--- src/sv/kcc_pkg.sv ---
`timescale 1ns / 1ps

package kcc_pkg;

   // counter and register widths
   localparam int COUNT_WIDTH = 16;
   localparam int CSR_WIDTH   = 16;
   localparam int CMP_WIDTH   = (COUNT_WIDTH > CSR_WIDTH) ? COUNT_WIDTH : CSR_WIDTH;

   localparam logic [COUNT_WIDTH-1:0] COUNT_MAX = {COUNT_WIDTH{1'b1}};

   // register indexes
   typedef enum logic [1:0] {
      CSR_LONG_HOLD = 2'd0,
      CSR_GAP_MIN   = 2'd1,
      CSR_GAP_MAX   = 2'd2
   } csr_index_type;

   // event codes
   typedef enum logic [1:0] {
      EVENT_NONE   = 2'd0,
      EVENT_SINGLE = 2'd1,
      EVENT_DOUBLE = 2'd2,
      EVENT_LONG   = 2'd3
   } click_event_type;

   // threshold set seen by the classifier
   typedef struct packed {
      logic [CSR_WIDTH-1:0] long_hold_ticks;
      logic [CSR_WIDTH-1:0] gap_min_ticks;
      logic [CSR_WIDTH-1:0] gap_max_ticks;
   } thresholds_type;

   // saturating increment
   function automatic logic [COUNT_WIDTH-1:0] count_inc(input logic [COUNT_WIDTH-1:0] v);
      count_inc = (v == COUNT_MAX) ? COUNT_MAX : v + COUNT_WIDTH'(1);
   endfunction

endpackage

--- src/sv/key_click_classifier.sv ---
`timescale 1ns / 1ps

// key click classifier
// req channel: one sampled key level (req_key_down) per transfer, one tick each.
// rsp channel: one click_event per tick, in tick order: 0 none, 1 single,
//   2 double, 3 long.
// csr port: csr_wr_en with csr_index 0 long hold, 1 gap min, 2 gap max;
//   other indexes are ignored. write only while no tick is in flight.
// path: a taken tick reaches rsp_valid as an event through two register
//   stages (input register, result register).
// throughput: one tick per cycle unless stalled; the classifier is a single
//   stage of compare and increment logic between the two registers.
// stall: while rsp_stall holds a waiting result, the result register and the
//   tracker state freeze; one more tick can sit in the input register, after
//   which req_stall goes high.
// reset: both stages empty, tracker state cleared, thresholds back to
//   50, 5 and 30 ticks.

module key_click_classifier (
   input  logic                           clock,
   input  logic                           reset,
   input  logic                           req_valid,
   output logic                           req_stall,
   input  logic                           req_key_down,
   output logic                           rsp_valid,
   input  logic                           rsp_stall,
   output logic [1:0]                     rsp_click_event,
   input  logic                           csr_wr_en,
   input  logic [1:0]                     csr_index,
   input  logic [kcc_pkg::CSR_WIDTH-1:0]  csr_wdata
);

   kcc_pkg::thresholds_type   thresholds;
   kcc_pkg::click_event_type  core_event;

   logic       in_valid_ff;
   logic       in_key_ff;
   logic       out_valid_ff;
   logic [1:0] out_event_ff;
   logic       out_free;
   logic       advance;
   logic       req_take;

   // pipeline control
   assign out_free  = !out_valid_ff || !rsp_stall;
   assign advance   = in_valid_ff && out_free;
   assign req_stall = in_valid_ff && !out_free;
   assign req_take  = req_valid && !req_stall;

   kcc_csr u_csr (
      .clock      (clock),
      .reset      (reset),
      .csr_wr_en  (csr_wr_en),
      .csr_index  (csr_index),
      .csr_wdata  (csr_wdata),
      .thresholds (thresholds)
   );

   kcc_core u_core (
      .clock       (clock),
      .reset       (reset),
      .tick_en     (advance),
      .key_down    (in_key_ff),
      .thresholds  (thresholds),
      .click_event (core_event)
   );

   // input register
   always_ff @(posedge clock) begin
      if (reset) begin
         in_valid_ff <= 1'b0;
      end else if (req_take) begin
         in_valid_ff <= 1'b1;
      end else if (advance) begin
         in_valid_ff <= 1'b0;
      end
   end

   always_ff @(posedge clock) begin
      if (req_take) begin
         in_key_ff <= req_key_down;
      end
   end

   // result register
   always_ff @(posedge clock) begin
      if (reset) begin
         out_valid_ff <= 1'b0;
      end else if (out_free) begin
         out_valid_ff <= in_valid_ff;
      end
   end

   always_ff @(posedge clock) begin
      if (advance) begin
         out_event_ff <= core_event;
      end
   end

   assign rsp_valid       = out_valid_ff;
   assign rsp_click_event = out_event_ff;

endmodule

--- src/sv/kcc_csr.sv ---
`timescale 1ns / 1ps

module kcc_csr (
   input  logic                                 clock,
   input  logic                                 reset,
   input  logic                                 csr_wr_en,
   input  logic [1:0]                           csr_index,
   input  logic [kcc_pkg::CSR_WIDTH-1:0]        csr_wdata,
   output kcc_pkg::thresholds_type              thresholds
);

   kcc_pkg::thresholds_type thr_ff;

   // threshold registers, unknown indexes dropped
   always_ff @(posedge clock) begin
      if (reset) begin
         thr_ff.long_hold_ticks <= kcc_pkg::CSR_WIDTH'(50);
         thr_ff.gap_min_ticks   <= kcc_pkg::CSR_WIDTH'(5);
         thr_ff.gap_max_ticks   <= kcc_pkg::CSR_WIDTH'(30);
      end else if (csr_wr_en) begin
         unique case (csr_index)
            kcc_pkg::CSR_LONG_HOLD: thr_ff.long_hold_ticks <= csr_wdata;
            kcc_pkg::CSR_GAP_MIN:   thr_ff.gap_min_ticks   <= csr_wdata;
            kcc_pkg::CSR_GAP_MAX:   thr_ff.gap_max_ticks   <= csr_wdata;
            default: ;
         endcase
      end
   end

   assign thresholds = thr_ff;

endmodule

--- src/sv/kcc_core.sv ---
`timescale 1ns / 1ps

module kcc_core (
   input  logic                        clock,
   input  logic                        reset,
   input  logic                        tick_en,
   input  logic                        key_down,
   input  kcc_pkg::thresholds_type     thresholds,
   output kcc_pkg::click_event_type    click_event
);

   logic                              lockout_ff, lockout_in;
   logic                              press_seen_ff, press_seen_in;
   logic [kcc_pkg::COUNT_WIDTH-1:0]   hold_ticks_ff, hold_ticks_in;
   logic [kcc_pkg::COUNT_WIDTH-1:0]   release_ticks_ff, release_ticks_in;
   logic [kcc_pkg::CMP_WIDTH-1:0]     hold_cmp, rel_cmp, long_cmp, gmin_cmp, gmax_cmp;
   logic [kcc_pkg::COUNT_WIDTH-1:0]   hold_mid, rel_mid;
   logic                              lock_mid, seen_mid;

   // classification for one tick
   always_comb begin
      lock_mid    = lockout_ff;
      seen_mid    = press_seen_ff;
      hold_mid    = hold_ticks_ff;
      rel_mid     = release_ticks_ff;
      click_event = kcc_pkg::EVENT_NONE;

      // lockout clears counts, released once the key is up
      if (lockout_ff) begin
         seen_mid = 1'b0;
         hold_mid = '0;
         rel_mid  = '0;
         if (!key_down) begin
            lock_mid = 1'b0;
         end
      end

      // hold counting
      if (key_down && !lock_mid) begin
         seen_mid = 1'b1;
         hold_mid = kcc_pkg::count_inc(hold_mid);
      end

      hold_cmp = kcc_pkg::CMP_WIDTH'(hold_mid);
      long_cmp = kcc_pkg::CMP_WIDTH'(thresholds.long_hold_ticks);
      gmin_cmp = kcc_pkg::CMP_WIDTH'(thresholds.gap_min_ticks);
      gmax_cmp = kcc_pkg::CMP_WIDTH'(thresholds.gap_max_ticks);

      // release counting happens only when no long click is due
      if (!(hold_cmp > long_cmp) && seen_mid && !key_down) begin
         rel_mid = kcc_pkg::count_inc(rel_mid);
      end
      rel_cmp = kcc_pkg::CMP_WIDTH'(rel_mid);

      // event decision
      if (hold_cmp > long_cmp) begin
         lock_mid    = 1'b1;
         click_event = kcc_pkg::EVENT_LONG;
      end else if (seen_mid && rel_cmp > gmin_cmp && rel_cmp < gmax_cmp) begin
         if (key_down) begin
            lock_mid    = 1'b1;
            click_event = kcc_pkg::EVENT_DOUBLE;
         end
      end else if (seen_mid && rel_cmp > gmax_cmp) begin
         lock_mid    = 1'b1;
         click_event = kcc_pkg::EVENT_SINGLE;
      end

      lockout_in       = lock_mid;
      press_seen_in    = seen_mid;
      hold_ticks_in    = hold_mid;
      release_ticks_in = rel_mid;
   end

   // tracker state
   always_ff @(posedge clock) begin
      if (reset) begin
         lockout_ff       <= 1'b0;
         press_seen_ff    <= 1'b0;
         hold_ticks_ff    <= '0;
         release_ticks_ff <= '0;
      end else if (tick_en) begin
         lockout_ff       <= lockout_in;
         press_seen_ff    <= press_seen_in;
         hold_ticks_ff    <= hold_ticks_in;
         release_ticks_ff <= release_ticks_in;
      end
   end

endmodule
--- config.mk ---
export PLATFORM = sky130hd
export DESIGN_NAME = key_click_classifier
export DESIGN_NICKNAME = d
export VERILOG_FILES = /design/src/sv/kcc_pkg.sv /design/src/sv/key_click_classifier.sv /design/src/sv/kcc_csr.sv /design/src/sv/kcc_core.sv
export SDC_FILE = /design/constraint.sdc
export NUM_CORES = 1
export LEC_CHECK = 0
export BUFFER_PORTS_ARGS = -buffer_cell sky130_fd_sc_hd__buf_2
export CORE_MARGIN = 2
export CORE_UTILIZATION = 40
export DETAILED_ROUTE_END_ITERATION = 6
export SYNTH_ARGS = -nofsm -noshare
export SYNTH_HDL_FRONTEND = slang
export SYNTH_SLANG_ARGS = --single-unit
--- constraint.sdc ---
create_clock -name clock -period 7.5 [get_ports clock]
set_input_delay 1.125 -clock clock [delete_from_list [all_inputs] [get_ports clock]]
set_output_delay 1.125 -clock clock [all_outputs]
set_load 0.1 [all_outputs]
==> results.md <==
* Fin Clk Skew at about 8.7 ps
* CTS root buf: clkbuf_16
* Most frequent CP cell: nand2_1
* Nets@finish at a little under 800
* Largest stage delay on the critical path at approximately 620 ps
* Clk pin slew, worst setup/hold paths at approximately 70 ps
* Slew @ Worst Pin at 1070 ps
* Max_slew headroom at about 28%
* Fin crit period at ~6500 ps
* I/O pins at 28
* Outcome: complete, no violations
* Fraction of registers with async set/reset at 0%
* CTS tree: yes
* Rows at between 40 and 50
* Die W at 120 µm
* Placed instance area at roughly 5600 µm²
* Routed WL per cell at roughly 16 µm
* Commonest non-fill, non-tap cells in the layout: nand2_1, dfxtp_1, a21oi_1
* Die area at between 10000 and 15000 µm²
* Core ar. at around 13000 µm²
* Fmax at approximately 150 MHz
* Worst-Skew Late Latency at around 350 ps
* Top FF cell, synth: dfxtp_1
* HP Class: register to register
* Crit path launch type: register
* CP Class: register to register
* Initial DRC Count at 307
* Register area share after synthesis at between 30% and 40%
* Finished Layout Cells at 904
* H-tree depth at 3
* Final setup margin at between 900 and 1000 ps
* Leak at ~2.3 nW
* CTS Buffer Depth at 2
* Total track usage at between 20% and 30%
* First-pass GRT wire length at 23.4 mm
* Synth area leaders: dfxtp_1, ha_1, nand2_1
* RSZ-0062 raised after global routing: false
* Setup bufs post-CTS at 0
* Fin Setup TNS at 0 ps
* Sink Count at 87
* Share of the synthesized area in the top cell type at between 30% and 40%
* Area Growth Syn to Fin at 10.3%
* First-pass DRT Iterations at 5
* DP Wirelength at between 10 and 15 mm
* Largest net degree at the start of global routing at between 80 and 90
* Layout cells sized above 1 at 9.20%
* Maximum capacitance violations at 0
* Peak VDD IR at between 100 and 150 µV
* N_diodes at 0
* EDFF count, synth at 3
* TritonCTS Buffers at 9
* CTS resizes at 0
* Dominant cell type by area after synthesis: dfxtp_1
* Final worst-path cycle share at a little under 90%
* Syn Inst Count at ~700
* GRT Residual Overflow at 0
* Post-synthesis average cell area at 7.53 µm²
* Initial Util at about two fifths
* Residual DRC count at 0
* Commonest non-fill, non-tap cell in the layout: nand2_1
* GPL Wtd Cong at between 0.8 and 0.9
* Fin area at slightly below 6000 µm²
* Total number of yosys warnings at 0
* Critical Path AT at 6630 ps
* CP Cell Sequence: nor2b_1 > nor3b_1 > and2_1 > nor2b_1 > xnor2_1 > o21ai_0 > ha_1 > nand2_1 > nor3_1 > or3_1 > nand4bb_2 > a21o_4 > nor2_2 > xnor2_1 > nand2_1 > ha_1 > nand4_1 > or2_2 > or3_1 > a31oi_1 > a21oi_1 > o211ai_1 > nand2_1
* Distinct cells, synth at 65
* Place WS at about 1000 ps
* Vias per cell at between 5 and 6
* CP Data Required Time at around 7600 ps
* Finish-stage setup viols at 0
* Net count of the mapped netlist at 790
* Critical Path End Type: register
* Die height at approximately 120 µm
* Netlist Area Pre-Place at between 5000 and 6000 µm²
* Pwr per Cell Area at between 150 and 200 nW/µm²
* Critical Path Fanout Max at 19
* Number of antenna-violating nets in the routed design at 0
* Overall power at 0.00115 W
* Port Buf Inserts at 27
* Number of global-route vias before repair at 4818
* Total wire length at around 15 mm
* Slew Viols, Final at 0
* Count of buffer and inverter cells on the critical path at 0
* Hold-fix buffers at CTS at 0
* Final count of hold timing violations at 0
* Critical Path Slowest Stage Cell: nand4bb_2
* #FFs+latches synth at 87
* Placed Instances at 888
* Top delay family on crit path: simple AND/OR/NAND/NOR gates
* Via count at 4960
* Antenna violations before repair at 0
## kinds of logic (layout without fill, tap and decap cells)
logic type | count (synthesis) | in the layout | share of synthesized area [%]
fa+ha+maj | 47 | 47 | 10.9
xor+xnor | 17 | 17 | 2.75
buf+inv | 91 | 100 | 6.71
flops | 87 | 87 | 32.7
compound gates | 178 | 178 | 20.9
simple gates | 295 | 295 | 25.3
mux | 4 | 4 | 0.763
## registers in the layout, indices dropped and copies added (netlist names)
signal and flops:
u_csr.thresholds 48, u_core.hold_ticks_ff 16, u_core.release_ticks_ff 16, rsp_click_event 2, in_key_ff 1, in_valid_ff 1, rsp_valid 1, u_core.lockout_ff 1
u_core.press_seen_ff 1
## cell type report
class / count / area, µm²
clock buffer: 10 / 239
clock inverter: 6 / 91.3
fill: 1397 / 7270
inverter: 53 / 199
multi-input combinational: 541 / 3280
sequential: 87 / 1770
tap: 176 / 220
timing repair buffer: 31 / 165
## layer usage
metal	vias to the layer above	routed length, µm	GRT usage, %	part of all wire, %
met5	-	0	0	0
met4	0	287	6.40	2.0
met3	25	693	4.62	4.8
met2	103	7080	35.7	49
met1	2345	6440	25.5	44
li1	2487	-	-	-
## path summary, 6_finish.rpt
path | start | end | slack (ps) | cells after the start
worst max-delay path | u_core.lockout_ff$_SDFFE_PP0P_ | rsp_click_event[1]$_SDFFCE_PP1P_ | 970 | 23
worst min-delay path | u_csr.thresholds[10]$_SDFFE_PP0P_ | u_csr.thresholds[10]$_SDFFE_PP0P_ | 450 | 2
worst max register to register | u_core.lockout_ff$_SDFFE_PP0P_ | rsp_click_event[1]$_SDFFCE_PP1P_ | 970 | 23
worst min register to register | u_csr.thresholds[10]$_SDFFE_PP0P_ | u_csr.thresholds[10]$_SDFFE_PP0P_ | 450 | 2
## power breakdown
part,switching [W],total [W],internal (W)
Sequential,0.0000157,0.000499,0.000484
Combinational,0.000102,0.000155,0.0000529
Clock,0.000192,0.000495,0.000303
Total,0.000310,0.00115,0.000839
## cells in the mapped netlist (all sizes together) (2+ instances only)
library cell / instances
a41oi: 3
nand3: 14
xnor2: 9
mux2i: 3
nor3b: 2
a21oi: 83
nand4: 14
dfxtp: 84
nand2: 145
nand2b: 2
edfxtp: 3
o21ai: 39
and3: 3
a21boi: 3
a311oi: 6
a211oi: 6
o31a: 5
nor4: 7
nand3b: 3
inv: 52
and3b: 2
nor3: 16
and2: 2
clkbuf: 29
a2111oi: 3
or3: 3
nor2b: 14
a211o: 8
nor2: 58
or2: 3
a31oi: 5
a21o: 11
buf: 9
xor2: 8
ha: 47
## through the flow
step                util [%]  hold WS [ps]
CTS                     45.1           456
finish                  45.1           455
global placement        42.6           444
floorplan                  -           436
global route            45.1           478
detailed placement      42.6           447
## worst min-delay path, stage by stage (launching register included)
cell	delay [ps]
dfxtp_1	310
nand2_1	50
a21oi_1	50
(Power assumes the default switching activity.)
